[config.mk]
export PLATFORM = sky130hd
export DESIGN_NAME = two_button_lift_relay_control
export DESIGN_NICKNAME = d
export VERILOG_FILES = /design/src/hw/rtl/tblrc_pkg.sv /design/src/hw/rtl/two_button_lift_relay_control.sv /design/src/hw/rtl/tblrc_debounce.sv
export SDC_FILE = /design/constraint.sdc
export NUM_CORES = 1
export LEC_CHECK = 0
export BUFFER_PORTS_ARGS = -buffer_cell sky130_fd_sc_hd__buf_4
export CORE_UTILIZATION = 40
export DETAILED_ROUTE_END_ITERATION = 7
export GPL_TIMING_DRIVEN = 0
export SLEW_MARGIN = 20
export SYNTH_ARGS = -nofsm -noshare
export SYNTH_HDL_FRONTEND = slang
export SYNTH_HIERARCHICAL = 1
export SYNTH_SLANG_ARGS = --single-unit
[constraint.sdc]
create_clock -name aclk -period 5.8 [get_ports aclk]
set_input_delay 0 -clock aclk [delete_from_list [all_inputs] [get_ports aclk]]
set_output_delay 0 -clock aclk [all_outputs]
set_load 0.03 [all_outputs]
[src/hw/rtl/tblrc_pkg.sv]
// ----------------------------------------------------------------------------
// tblrc_pkg: shared types and constants for the lift relay control
// Holds the field widths, the saturation limits, the configuration
// register indexes, the direction codes and the debounce event record.
// ----------------------------------------------------------------------------
package tblrc_pkg;

    // Configuration field widths.
    localparam int unsigned DEBOUNCE_W = 10;
    localparam int unsigned CLICK_W    = 12;
    localparam int unsigned TRAVEL_W   = 20;
    localparam int unsigned CFG_DATA_W = 20;
    localparam int unsigned CFG_IDX_W  = 2;

    // Age counter widths; every age saturates at all ones.
    localparam int unsigned STABLE_AGE_W = 11;
    localparam int unsigned CLICK_AGE_W  = 13;

    localparam logic [STABLE_AGE_W-1:0] STABLE_MAX = '1;
    localparam logic [CLICK_AGE_W-1:0]  CLICK_MAX  = '1;
    localparam logic [TRAVEL_W-1:0]     ELAPSED_MAX = '1;

    // Reset values of the configuration registers.
    localparam logic [DEBOUNCE_W-1:0] DEBOUNCE_RST = 10'd50;
    localparam logic [CLICK_W-1:0]    CLICK_RST    = 12'd400;
    localparam logic [TRAVEL_W-1:0]   TRAVEL_RST   = 20'd30000;

    // Configuration register indexes.
    localparam logic [CFG_IDX_W-1:0] CFG_DEBOUNCE = 2'd0;
    localparam logic [CFG_IDX_W-1:0] CFG_CLICK    = 2'd1;
    localparam logic [CFG_IDX_W-1:0] CFG_TRAVEL   = 2'd2;

    // Reported travel direction.
    localparam logic [1:0] DIR_STOP = 2'd0;
    localparam logic [1:0] DIR_UP   = 2'd1;
    localparam logic [1:0] DIR_DOWN = 2'd2;

    // Debounced edges of one button for the current tick.
    typedef struct packed {
        logic rise;
        logic fall;
    } btn_evt_t;

endpackage

[src/hw/rtl/two_button_lift_relay_control.sv]
// ----------------------------------------------------------------------------
// two_button_lift_relay_control: relay control for a two-button lift
// Debounces the up and down buttons, runs manual travel while a button is
// held, timed automatic travel after a double click, and interlocks relays.
//
//   Channel   Direction  Handshake            Payload
//   s_        in         s_valid / s_ready    s_up_pressed, s_down_pressed
//   m_        out        m_valid / m_ready    m_relay_up_on, m_relay_down_on,
//                                             m_auto_active, m_direction_code
//   cfg_      in         cfg_valid/cfg_ready  cfg_index, cfg_data
//
// One item per clock sustained while m_ready stays high; each result is offered
// on m_ once its item has passed the input register, then the result register.
// The control state updates in one pass of logic when an item moves from
// the input register into the result register.
// Reset clears all control state and loads the register defaults.
// A stalled result holds the result register; one more item waits in the
// input register, after which s_ready drops. cfg_ready is always high.
// ----------------------------------------------------------------------------
module two_button_lift_relay_control (
    input  logic                              aclk,
    input  logic                              aresetn,
    // Tick input
    input  logic                              s_valid,
    output logic                              s_ready,
    input  logic                              s_up_pressed,
    input  logic                              s_down_pressed,
    // Result output
    output logic                              m_valid,
    input  logic                              m_ready,
    output logic                              m_relay_up_on,
    output logic                              m_relay_down_on,
    output logic                              m_auto_active,
    output logic [1:0]                        m_direction_code,
    // Configuration writes
    input  logic                              cfg_valid,
    output logic                              cfg_ready,
    input  logic [tblrc_pkg::CFG_IDX_W-1:0]   cfg_index,
    input  logic [tblrc_pkg::CFG_DATA_W-1:0]  cfg_data
);

    // Configuration registers.
    logic [tblrc_pkg::DEBOUNCE_W-1:0]  debounce_reg;
    logic [tblrc_pkg::CLICK_W-1:0]     click_win_reg;
    logic [tblrc_pkg::TRAVEL_W-1:0]    travel_reg;

    // Input register.
    logic in_valid_reg;
    logic in_up_reg;
    logic in_down_reg;
    logic advance;

    // Control state.
    logic                               up_relay_reg;
    logic                               down_relay_reg;
    logic                               auto_flag_reg;
    logic                               auto_is_up_reg;
    logic [tblrc_pkg::TRAVEL_W-1:0]     elapsed_reg;
    logic [tblrc_pkg::CLICK_AGE_W-1:0]  click_up_reg;
    logic [tblrc_pkg::CLICK_AGE_W-1:0]  click_down_reg;
    logic                               await_up_reg;
    logic                               await_down_reg;

    logic                               up_relay_next;
    logic                               down_relay_next;
    logic                               auto_flag_next;
    logic                               auto_is_up_next;
    logic [tblrc_pkg::TRAVEL_W-1:0]     elapsed_next;
    logic [tblrc_pkg::CLICK_AGE_W-1:0]  click_up_next;
    logic [tblrc_pkg::CLICK_AGE_W-1:0]  click_down_next;
    logic                               await_up_next;
    logic                               await_down_next;

    // Result register.
    logic       m_valid_reg;
    logic       m_up_reg;
    logic       m_down_reg;
    logic       m_auto_reg;
    logic [1:0] m_dir_reg;

    tblrc_pkg::btn_evt_t up_evt;
    tblrc_pkg::btn_evt_t down_evt;
    logic [tblrc_pkg::CLICK_AGE_W-1:0] click_win;

    // Handshakes: the input register drains whenever the result slot frees.
    assign advance   = in_valid_reg && (!m_valid_reg || m_ready);
    assign s_ready   = !in_valid_reg || advance;
    assign cfg_ready = 1'b1;
    assign click_win = {1'b0, click_win_reg};

    // Configuration writes; unknown indexes are ignored.
    always_ff @(posedge aclk) begin
        if (!aresetn) begin
            debounce_reg  <= tblrc_pkg::DEBOUNCE_RST;
            click_win_reg <= tblrc_pkg::CLICK_RST;
            travel_reg    <= tblrc_pkg::TRAVEL_RST;
        end else if (cfg_valid) begin
            case (cfg_index)
                tblrc_pkg::CFG_DEBOUNCE: begin
                    debounce_reg <= cfg_data[tblrc_pkg::DEBOUNCE_W-1:0];
                end
                tblrc_pkg::CFG_CLICK: begin
                    click_win_reg <= cfg_data[tblrc_pkg::CLICK_W-1:0];
                end
                tblrc_pkg::CFG_TRAVEL: begin
                    travel_reg <= cfg_data[tblrc_pkg::TRAVEL_W-1:0];
                end
                default: begin
                end
            endcase
        end
    end

    // Input register.
    always_ff @(posedge aclk) begin
        if (!aresetn) begin
            in_valid_reg <= 1'b0;
        end else if (s_ready) begin
            in_valid_reg <= s_valid;
        end
        if (s_valid && s_ready) begin
            in_up_reg   <= s_up_pressed;
            in_down_reg <= s_down_pressed;
        end
    end

    // Button debouncers.
    tblrc_debounce u_deb_up (
        .aclk           (aclk),
        .aresetn        (aresetn),
        .advance        (advance),
        .raw            (in_up_reg),
        .debounce_ticks (debounce_reg),
        .evt            (up_evt)
    );

    tblrc_debounce u_deb_down (
        .aclk           (aclk),
        .aresetn        (aresetn),
        .advance        (advance),
        .raw            (in_down_reg),
        .debounce_ticks (debounce_reg),
        .evt            (down_evt)
    );

    // Travel control for one tick: up button, then down button, then timer.
    always_comb begin
        up_relay_next   = up_relay_reg;
        down_relay_next = down_relay_reg;
        auto_flag_next  = auto_flag_reg;
        auto_is_up_next = auto_is_up_reg;
        await_up_next   = await_up_reg;
        await_down_next = await_down_reg;

        // Ages advance first and saturate.
        click_up_next = (click_up_reg != tblrc_pkg::CLICK_MAX)
                        ? click_up_reg + 1'b1 : click_up_reg;
        click_down_next = (click_down_reg != tblrc_pkg::CLICK_MAX)
                          ? click_down_reg + 1'b1 : click_down_reg;
        elapsed_next = (auto_flag_reg && elapsed_reg != tblrc_pkg::ELAPSED_MAX)
                       ? elapsed_reg + 1'b1 : elapsed_reg;

        // Up press: a second press in the window starts automatic travel.
        if (up_evt.rise) begin
            if (click_up_next < click_win && await_up_next) begin
                await_up_next = 1'b0;
                if (!down_relay_next) begin
                    up_relay_next   = 1'b1;
                    auto_flag_next  = 1'b1;
                    auto_is_up_next = 1'b1;
                    elapsed_next    = '0;
                end
            end else begin
                await_up_next = 1'b1;
                click_up_next = '0;
                if ((!auto_flag_next || auto_is_up_next) && !down_relay_next) begin
                    auto_flag_next = 1'b0;
                    up_relay_next  = 1'b1;
                end
            end
        end
        // Up release stops manual travel only.
        if (up_evt.fall) begin
            if (!auto_flag_next) begin
                up_relay_next   = 1'b0;
                down_relay_next = 1'b0;
            end
            if (await_up_next && click_up_next >= click_win) begin
                await_up_next = 1'b0;
            end
        end

        // Down press, same rules mirrored.
        if (down_evt.rise) begin
            if (click_down_next < click_win && await_down_next) begin
                await_down_next = 1'b0;
                if (!up_relay_next) begin
                    down_relay_next = 1'b1;
                    auto_flag_next  = 1'b1;
                    auto_is_up_next = 1'b0;
                    elapsed_next    = '0;
                end
            end else begin
                await_down_next = 1'b1;
                click_down_next = '0;
                if ((!auto_flag_next || !auto_is_up_next) && !up_relay_next) begin
                    auto_flag_next  = 1'b0;
                    down_relay_next = 1'b1;
                end
            end
        end
        if (down_evt.fall) begin
            if (!auto_flag_next) begin
                up_relay_next   = 1'b0;
                down_relay_next = 1'b0;
            end
            if (await_down_next && click_down_next >= click_win) begin
                await_down_next = 1'b0;
            end
        end

        // Automatic travel ends when its time is up.
        if (auto_flag_next && elapsed_next >= travel_reg) begin
            up_relay_next   = 1'b0;
            down_relay_next = 1'b0;
            auto_flag_next  = 1'b0;
        end

        // Expired double-click windows.
        if (await_up_next && click_up_next >= click_win) begin
            await_up_next = 1'b0;
        end
        if (await_down_next && click_down_next >= click_win) begin
            await_down_next = 1'b0;
        end
    end

    // Control state register.
    always_ff @(posedge aclk) begin
        if (!aresetn) begin
            up_relay_reg   <= 1'b0;
            down_relay_reg <= 1'b0;
            auto_flag_reg  <= 1'b0;
            auto_is_up_reg <= 1'b0;
            elapsed_reg    <= '0;
            click_up_reg   <= '0;
            click_down_reg <= '0;
            await_up_reg   <= 1'b0;
            await_down_reg <= 1'b0;
        end else if (advance) begin
            up_relay_reg   <= up_relay_next;
            down_relay_reg <= down_relay_next;
            auto_flag_reg  <= auto_flag_next;
            auto_is_up_reg <= auto_is_up_next;
            elapsed_reg    <= elapsed_next;
            click_up_reg   <= click_up_next;
            click_down_reg <= click_down_next;
            await_up_reg   <= await_up_next;
            await_down_reg <= await_down_next;
        end
    end

    // Result register.
    always_ff @(posedge aclk) begin
        if (!aresetn) begin
            m_valid_reg <= 1'b0;
        end else if (!m_valid_reg || m_ready) begin
            m_valid_reg <= in_valid_reg;
        end
        if (advance) begin
            m_up_reg   <= up_relay_next;
            m_down_reg <= down_relay_next;
            m_auto_reg <= auto_flag_next;
            if (up_relay_next) begin
                m_dir_reg <= tblrc_pkg::DIR_UP;
            end else if (down_relay_next) begin
                m_dir_reg <= tblrc_pkg::DIR_DOWN;
            end else begin
                m_dir_reg <= tblrc_pkg::DIR_STOP;
            end
        end
    end

    assign m_valid          = m_valid_reg;
    assign m_relay_up_on    = m_up_reg;
    assign m_relay_down_on  = m_down_reg;
    assign m_auto_active    = m_auto_reg;
    assign m_direction_code = m_dir_reg;

    // The relays interlock and never drive together.
    a_interlock: assert property (@(posedge aclk) disable iff (!aresetn)
        !(up_relay_reg && down_relay_reg))
        else $error("both relays on");

    // Automatic travel always has a relay driven.
    a_auto_moves: assert property (@(posedge aclk) disable iff (!aresetn)
        auto_flag_reg |-> (up_relay_reg || down_relay_reg))
        else $error("automatic travel with no relay on");

    // A buffered item that cannot advance stays in the input register.
    a_in_hold: assert property (@(posedge aclk) disable iff (!aresetn)
        (in_valid_reg && !advance) |=> in_valid_reg)
        else $error("buffered item lost");

    // The reported direction follows the up relay.
    a_dir_up: assert property (@(posedge aclk) disable iff (!aresetn)
        m_valid |-> ((m_direction_code == tblrc_pkg::DIR_UP) == m_relay_up_on))
        else $error("direction code disagrees with up relay");

endmodule

[src/hw/rtl/tblrc_debounce.sv]
// ----------------------------------------------------------------------------
// tblrc_debounce: debouncer for one lift button
// Tracks how long the raw level has been stable and reports a debounced
// press or release once it has stayed unchanged for more than the limit.
// ----------------------------------------------------------------------------
module tblrc_debounce (
    input  logic                              aclk,
    input  logic                              aresetn,
    input  logic                              advance,
    input  logic                              raw,
    input  logic [tblrc_pkg::DEBOUNCE_W-1:0]  debounce_ticks,
    output tblrc_pkg::btn_evt_t               evt
);

    logic                                prev_reg;
    logic                                clean_reg;
    logic [tblrc_pkg::STABLE_AGE_W-1:0]  age_reg;
    logic [tblrc_pkg::STABLE_AGE_W-1:0]  age_next;
    logic                                stable;

    // Stability age restarts on a level change and saturates otherwise.
    always_comb begin
        if (raw != prev_reg) begin
            age_next = '0;
        end else if (age_reg != tblrc_pkg::STABLE_MAX) begin
            age_next = age_reg + 1'b1;
        end else begin
            age_next = age_reg;
        end
        stable   = age_next > {1'b0, debounce_ticks};
        evt.rise = stable && raw && !clean_reg;
        evt.fall = stable && !raw && clean_reg;
    end

    // State advances once per accepted tick.
    always_ff @(posedge aclk) begin
        if (!aresetn) begin
            prev_reg  <= 1'b0;
            clean_reg <= 1'b0;
            age_reg   <= '0;
        end else if (advance) begin
            prev_reg <= raw;
            age_reg  <= age_next;
            if (stable) begin
                clean_reg <= raw;
            end
        end
    end

endmodule

==> results.sh, run 1 <==
export IMPL_synthMuxAreaShare=0.02259
export IMPL_rsz0062_at_grt="true"
export IMPL_dieArea_sq_mm=0.02359
export IMPL_grt_overflow_total=0
export IMPL_async_flop_share=0
export IMPL_relSlewSlack=0.3034
export IMPL_rr_endpoint="down_relay_reg"
export IMPL_drc=0
export IMPL_drt_iter0_drc=467
export IMPL_power_net_switching_mw=0.5612
export IMPL_gr_usage_all_layers=0.2161
export IMPL_clock_latency_ns=0.42
export IMPL_clk_pin_slew_ns=0.06
export IMPL_detail_route_antenna_nets=0
export IMPL_viasPerCell=5.440
export IMPL_finClkSkew_ns=0.01180
export IMPL_holdPathEnd="debounce_reg[2]"
export IMPL_post_route_util=0.4945
export IMPL_critPathRequiredTime_ns=6.13
export IMPL_fp_dieW_um=153.6
export IMPL_status="finished, final reports clean"
export IMPL_dr_pass1_iters=5
export IMPL_synth_top_family_by_area="simple AND/OR/NAND/NOR gates"
export IMPL_avgRoutedWirePerCell_um=16.26
export IMPL_worst_pin_slew_ns=1.043
export IMPL_synth_compound_area_frac=0.1949
export IMPL_yosys_warnings=6
export IMPL_clock_sink_count=129
export IMPL_holdCritPathClass="in2reg"
export IMPL_pwr_share_seq=0.406
export IMPL_grt_antenna_before_repair=0
export IMPL_drt_wl_total_um=25190
export IMPL_nets=1371
export IMPL_p_clk_frac=0.497
export IMPL_drive_gt1_frac=0.1432
export IMPL_ys_ff_latch=129
export IMPL_slew_violations=0
export IMPL_synthesis_nets=1269
export IMPL_setup_viol=0
export IMPL_yosysUniqueCellTypes=84
export IMPL_crit_path_start_kind="register"
export IMPL_htree_levels=4
export IMPL_syn_cell_area_sq_mm=0.009193
export IMPL_synth_area_per_cell_sq_um=8.000
export IMPL_end_kind="register"
export IMPL_antenna_cells=0
export IMPL_holdPathStages=4
export IMPL_synth_main_ff_cell="dfxtp_1"
export IMPL_num_vias=8426
export IMPL_p_per_area_mw_per_mm2=204.4
export IMPL_rows=55
export IMPL_critical_path_max_stage_delay_ns=0.37
export IMPL_syn_instance_count=1149
export IMPL_syn2layout_area_growth_pct=21.41
export IMPL_crit_type="reg2reg"
export IMPL_port_buffers=35
export IMPL_dp_slack_ns=-1.210
export IMPL_coreArea_sq_mm=0.02257
export IMPL_swShare=0.2460
export IMPL_holdWs_ns=0.03718
export IMPL_min_from="cfg_index[1]"
export IMPL_synth_edff_count=7
export IMPL_rr_startpoint="u_deb_up/age_reg[0]"
export IMPL_period_share=0.9567
export IMPL_grt_max_degree=22
export IMPL_fmax_mhz=180.2
export IMPL_p_int_mw=1.721
export IMPL_path_max_fanout=5
export IMPL_timing_final_ws_setup_ns=0.2512
export IMPL_min_period_ns=5.549
export IMPL_drv_cap=0
export IMPL_dp_hpwl_um=18380
export IMPL_hold_viol=0
export IMPL_synth_xor_xnor_area_share=0.05431
export IMPL_grt_pass1_wl_um=40720
export IMPL_start_util=0.4073
export IMPL_cts_root_buf="clkbuf_16"
export IMPL_grt_pass1_vias=7954
export IMPL_cts_tree="done"
export IMPL_synth_simple_area_share=0.2604
export IMPL_cts_max_path_buffers=2
export IMPL_peakVddDrop_mv=0.1642
export IMPL_power_mw=2.282
export IMPL_io_pins=37
export IMPL_setup_tns_ns=0
export IMPL_critPathArrivalTime_ns=5.88
export IMPL_rr_worst_depth=29
export IMPL_synth_fa_ha_area_frac=0.1239
export IMPL_ys_seq_area_frac=0.2886
export IMPL_cts_made_buffers=17
export IMPL_die_h_um=153.6
export IMPL_p_leak_nw=4.586
export IMPL_critical_path_slowest_cell="dfxtp_4"
export IMPL_r2r_slack_ns=0.25
export IMPL_comb_power_share=0.097
export IMPL_globalplace_congestion=0.8790
-- cell usage after synthesis, types with 11 or more instances --
cell / n / area, sq um
nand4_1: 23 / 143.9
and3_1: 12 / 75.07
a211oi_1: 11 / 82.58
o22ai_1: 15 / 93.84
nand2_1: 182 / 683.2
a21oi_1: 58 / 290.3
dfxtp_1: 122 / 2442
clkbuf_1: 33 / 123.9
ha_1: 91 / 1139
inv_1: 74 / 277.8
o21a_1: 12 / 90.09
nor2_1: 83 / 311.6
a21boi_0: 40 / 300.3
o21ai_0: 32 / 160.2
and2_1: 22 / 137.6
xor2_1: 29 / 254.0
a21o_1: 16 / 120.1
xnor2_1: 28 / 245.2
mux2i_1: 17 / 170.2
nand3_1: 42 / 210.2
o211ai_1: 12 / 90.09
nor2b_1: 19 / 118.9
-- per-layer routing --
layer,share of wire,wire (um),vias up,global-route usage
met4,0.019,480,0,0.07571
met3,0.035,893,36,0.03016
met2,0.47,11740,171,0.3543
met5,0,0,-,0
met1,0.48,12080,3940,0.2895
li1,-,-,4279,-
-- power groups by stage --
stage	Sequential, mW	Combinational [mW]	Clock, mW
CTS	0.926	0.216	1.15
floorplan	0.944	0.121	0
global route	0.928	0.245	1.18
detailed placement	0.944	0.198	0
finish	0.926	0.222	1.13
global placement	0.944	0.194	0
-- metrics by stage --
stage | instances | area [sq um]
2_1_floorplan | 1149 | 9200
3_3_place_gp | 1469 | 9819
3_5_place_dp | 1470 | 9848
4_1_cts | 1534 | 10870
5_1_grt | 1549 | 11160
6_report | 1549 | 11160
-- timing repair --
action | 4_1_cts | 5_1_grt
resized for setup | 20 | 43
hold buffers | 26 | 0
setup buffers | 7 | 15
hold endpoints to repair | 54 | 0
endpoints found under the setup margin | 8 | 10
pin swaps | 8 | 12
gates cloned | 0 | 1
-- critical path: cells and delay by family (launching register included) --
family | cells | cell delay, ns
AOI/OAI and AO/OA | 11 | 2.02
xor gates and xnor gates | 1 | 0.15
adders and majority gates | 3 | 0.72
buffers and inverters | 1 | 0.15
DFF | 1 | 0.37
muxes | 1 | 0.33
and+or+nand+nor | 12 | 1.70
-- final cells by class --
class	count	area, sq um
clock inverters	10	131.4
multi-input cells	896	6261
fillers	2175	11410
clock buffers	22	484.2
repair buffers	85	745.7
flip-flops and latches	129	2670
plain buffers	48	234.0
inverters	74	277.8
well taps	285	356.6
-- layout by cell type, fill, tap and decap left out, types with 22 or more instances in the layout --
| cell | instances |
|---|---|
| xor2_1 | 26 |
| nor2_1 | 79 |
| inv_1 | 74 |
| dfxtp_1 | 114 |
| nand3_1 | 38 |
| a21boi_0 | 40 |
| nand4_1 | 23 |
| o21ai_0 | 29 |
| ha_1 | 88 |
| nand2_1 | 181 |
| dlygate4sd3_1 | 26 |
| and2_1 | 22 |
| a21oi_1 | 55 |
| clkbuf_1 | 31 |
| xnor2_1 | 26 |
| buf_4 | 56 |
-- worst max-delay path by stage --
stage / cells after the start / start / to
after floorplan: 32 / u_deb_up/age_reg[0] / m_direction_code[1]
after global placement: 31 / u_deb_up/age_reg[0] / m_direction_code[0]
after detailed placement: 31 / u_deb_up/age_reg[0] / m_direction_code[0]
after CTS: 26 / in_up_reg / m_relay_up_on
after global routing: 30 / u_deb_up/age_reg[0] / down_relay_reg
final: 29 / u_deb_up/age_reg[0] / down_relay_reg
-- cells by family (layout without fill, tap and decap cells) --
| family | Yosys count | in the layout |
|---|---|---|
| flops | 129 | 129 |
| other cells | 1 | 1 |
| simple gates | 469 | 469 |
| mux | 20 | 20 |
| xor+xnor | 57 | 57 |
| buf+inv | 124 | 239 |
| fa+ha+maj | 91 | 91 |
| compound gates | 258 | 258 |
Power figures use the tool's default switching activity.
==> run 2, diff against run 1 <==
Settings changed: ABC_AREA from default to 1.
==> run 2 against run 1 <==
Non-clock buffer count is 21 lower. Global-route usage is 0.15 points lower. Die area down 3.8%. Largest cell class unchanged. Via count down 3.5%. Total power rose by 16%. First-iteration DRC count down 14%. Cell count rose by 5.4%. Sequential power increased by 8%. Sequential share of layout area rose by 1.3 points.
==> results.sh, run 2 <==
export IMPL_clock_latency_ns=0.43
export IMPL_synthesis_nets=1365
export IMPL_drc=0
export IMPL_synth_most_common_cell="inv_1"
export IMPL_async_flop_share=0
export IMPL_port_buffers=35
export IMPL_synth_area_per_cell_sq_um=7.096
export IMPL_syn2layout_area_growth_pct=19.35
export IMPL_yosys_warnings=6
export IMPL_synthTopCellsByArea="dfxtp_1 28%, ha_1 13%, inv_1 8.9%"
export IMPL_syn_instance_count=1245
export IMPL_dr_pass1_iters=4
export IMPL_holdPathStages=4
export IMPL_die_h_um=150.6
export IMPL_synth_commonest_cells="210 x inv_1, 209 x nand2_1, 122 x dfxtp_1"
export IMPL_crit_path_start_kind="register"
export IMPL_critical_path_max_stage_delay_ns=0.37
export IMPL_rr_startpoint="u_deb_up/age_reg[0]"
export IMPL_worst_pin_slew_ns=0.7412
export IMPL_power_mw=2.644
export IMPL_min_from="cfg_index[0]"
export IMPL_relSlewSlack=0.5059
export IMPL_gr_usage_all_layers=0.2146
export IMPL_holdWs_ns=0.02136
export IMPL_drive_gt1_frac=0.1271
export IMPL_ys_ff_latch=129
export IMPL_p_per_area_mw_per_mm2=250.7
export IMPL_finClkSkew_ns=0.01183
export IMPL_regArea_sq_mm=0.002658
export IMPL_cts_max_path_buffers=2
export IMPL_period_share=0.9367
export IMPL_synth_edff_count=7
export IMPL_post_route_util=0.4846
export IMPL_cts_tree="done"
export IMPL_ys_seq_area_frac=0.3002
export IMPL_yosysUniqueCellTypes=48
export IMPL_end_kind="register"
export IMPL_multi_input_area_sq_mm=0.005253
export IMPL_peakVddDrop_mv=0.1896
export IMPL_holdCritPathClass="in2reg"
export IMPL_mostFrequentLayoutCells="208 x inv_1, 206 x nand2_1, 120 x dfxtp_1"
export IMPL_drt_wl_total_um=23950
export IMPL_synth_top_cell_by_area="dfxtp_1"
export IMPL_setup_viol=0
export IMPL_hold_viol=0
export IMPL_fmax_mhz=184.1
export IMPL_cp_common_cell="nand2_1"
export IMPL_avgRoutedWirePerCell_um=14.67
export IMPL_io_pins=37
export IMPL_critPathRequiredTime_ns=5.97
export IMPL_start_util=0.4061
export IMPL_dp_hpwl_um=17720
export IMPL_rr_worst_depth=45
export IMPL_status="finished, final reports clean"
export IMPL_synth_top_area_frac=0.2764
export IMPL_slew_violations=0
export IMPL_dieArea_sq_mm=0.02268
export IMPL_rr_endpoint="m_relay_up_on"
export IMPL_fill_cells=2207
export IMPL_viasPerCell=4.979
export IMPL_critPathArrivalTime_ns=5.61
export IMPL_clk_pin_slew_ns=0.06
export IMPL_rows=54
export IMPL_critical_path_slowest_cell="dfxtp_4"
export IMPL_final_common_cell="inv_1"
export IMPL_grt_antenna_before_repair=0
export IMPL_cts_root_buf="clkbuf_16"
export IMPL_grt_max_degree=29
export IMPL_grt_pass1_vias=7460
export IMPL_drt_iter0_drc=402
export IMPL_detail_route_antenna_nets=0
export IMPL_cts_made_buffers=17
export IMPL_fp_dieW_um=150.6
export IMPL_r2r_slack_ns=0.37
export IMPL_min_period_ns=5.433
export IMPL_globalplace_congestion=0.8531
export IMPL_syn_cell_area_sq_mm=0.008835
export IMPL_p_leak_nw=5.240
export IMPL_clock_sink_count=129
export IMPL_coreArea_sq_mm=0.02176
export IMPL_htree_levels=4
export IMPL_antenna_cells=0
export IMPL_num_vias=8130
export IMPL_drv_cap=0
export IMPL_grt_overflow_total=0
export IMPL_synth_main_ff_cell="dfxtp_1"
export IMPL_nets=1460
export IMPL_grt_pass1_wl_um=37570
export IMPL_path_max_fanout=6
export IMPL_holdPathEnd="travel_reg[10]"
export IMPL_crit_type="reg2reg"
-- run 2: cell count changes after synthesis, sizes merged, moves of 15 or more --
cell	before	now
a21boi	42	0
a21oi	59	123
and2	24	0
inv	74	216
mux2i	17	0
nand2	183	229
nor2	84	120
nor2b	19	0
o21ai	39	120
o22ai	15	0
-- run 2: worst max path at each step --
stage	to	slack, ns	startpoint	cells past startpoint
CTS	m_direction_code[1]	0.06	u_deb_up/age_reg[0]	45
detailed placement	m_direction_code[1]	-0.20	u_deb_up/age_reg[0]	44
global route	m_direction_code[1]	-0.04	u_deb_up/age_reg[1]	46
finish	m_relay_up_on	0.37	u_deb_up/age_reg[0]	45
floorplan	m_direction_code[1]	0.94	u_deb_up/age_reg[0]	44
global placement	m_direction_code[1]	-0.18	u_deb_up/age_reg[0]	45
-- run 2: area by class of cell --
type	instances	area share
Clock buffer	20	0.04331
Sequential cell	129	0.2520
Multi-Input combinational cell	858	0.4982
Clock inverter	12	0.01483
Tap cell	280	0.03323
Buffer	36	0.01661
Timing Repair Buffer	76	0.06230
Inverter	222	0.07951
-- run 2: cell families (layout without fill, tap and decap cells) --
family / count (synthesis) / count (layout) / synth area share
AOI/OAI and AO/OA: 273 / 273 / 0.1699
xor gates and xnor gates: 46 / 46 / 0.04560
adders and majority gates: 91 / 91 / 0.1289
buffers and inverters: 258 / 366 / 0.1146
DFF: 129 / 129 / 0.3002
other: 1 / 1 / 0.0004245
and+or+nand+nor: 447 / 447 / 0.2403
-- run 2: where the power goes --
group	switching [mW]	total (mW)	internal, mW	leakage, nW
combinational	0.310	0.505	0.194	3.87
sequential	0.0518	1.00	0.952	1.07
clock	0.434	1.13	0.701	0.300
-- run 2: routing by layer --
metal  global-route usage  up-vias  part of all wire
met2               0.3479      159              0.45
met5                    0        -                 0
li1                     -     4250                 -
met3              0.03727       19             0.039
met1               0.2913     3702              0.49
met4              0.05900        0             0.012
-- run 2: critical path, delay by kind of cell, from the launching register on --
| kind | cells | cell delay (ns) |
|---|---|---|
| AO/OA/AOI/OAI | 1 | 0.09 |
| adder cells (fa/ha/maj) | 3 | 0.71 |
| buffers and inverters | 9 | 0.86 |
| flip-flops | 1 | 0.37 |
| AND/OR/NAND/NOR | 32 | 3.17 |
-- run 2: what timing repair did --
| action | CTS | global route |
|---|---|---|
| hold buffers | 26 | 0 |
| endpoints found under the hold margin | 54 | 0 |
| cloned | 0 | 1 |
| gates resized for setup | 3 | 25 |
| pin swaps | 0 | 12 |
| setup endpoints to repair | 8 | 8 |
| setup buffers | 1 | 13 |
-- run 2: stage by stage --
step                setup TNS, ns  cell area (sq um)  std cells  setup WS (ns)
floorplan                       0               8835       1245         0.9370
global placement          -0.9754               9448       1560        -0.1758
detailed placement        -0.9610               9449       1560        -0.1954
CTS                             0              10340       1619        0.05998
global route              -0.1489              10540       1633       -0.04470
finish                          0              10540       1633         0.3673
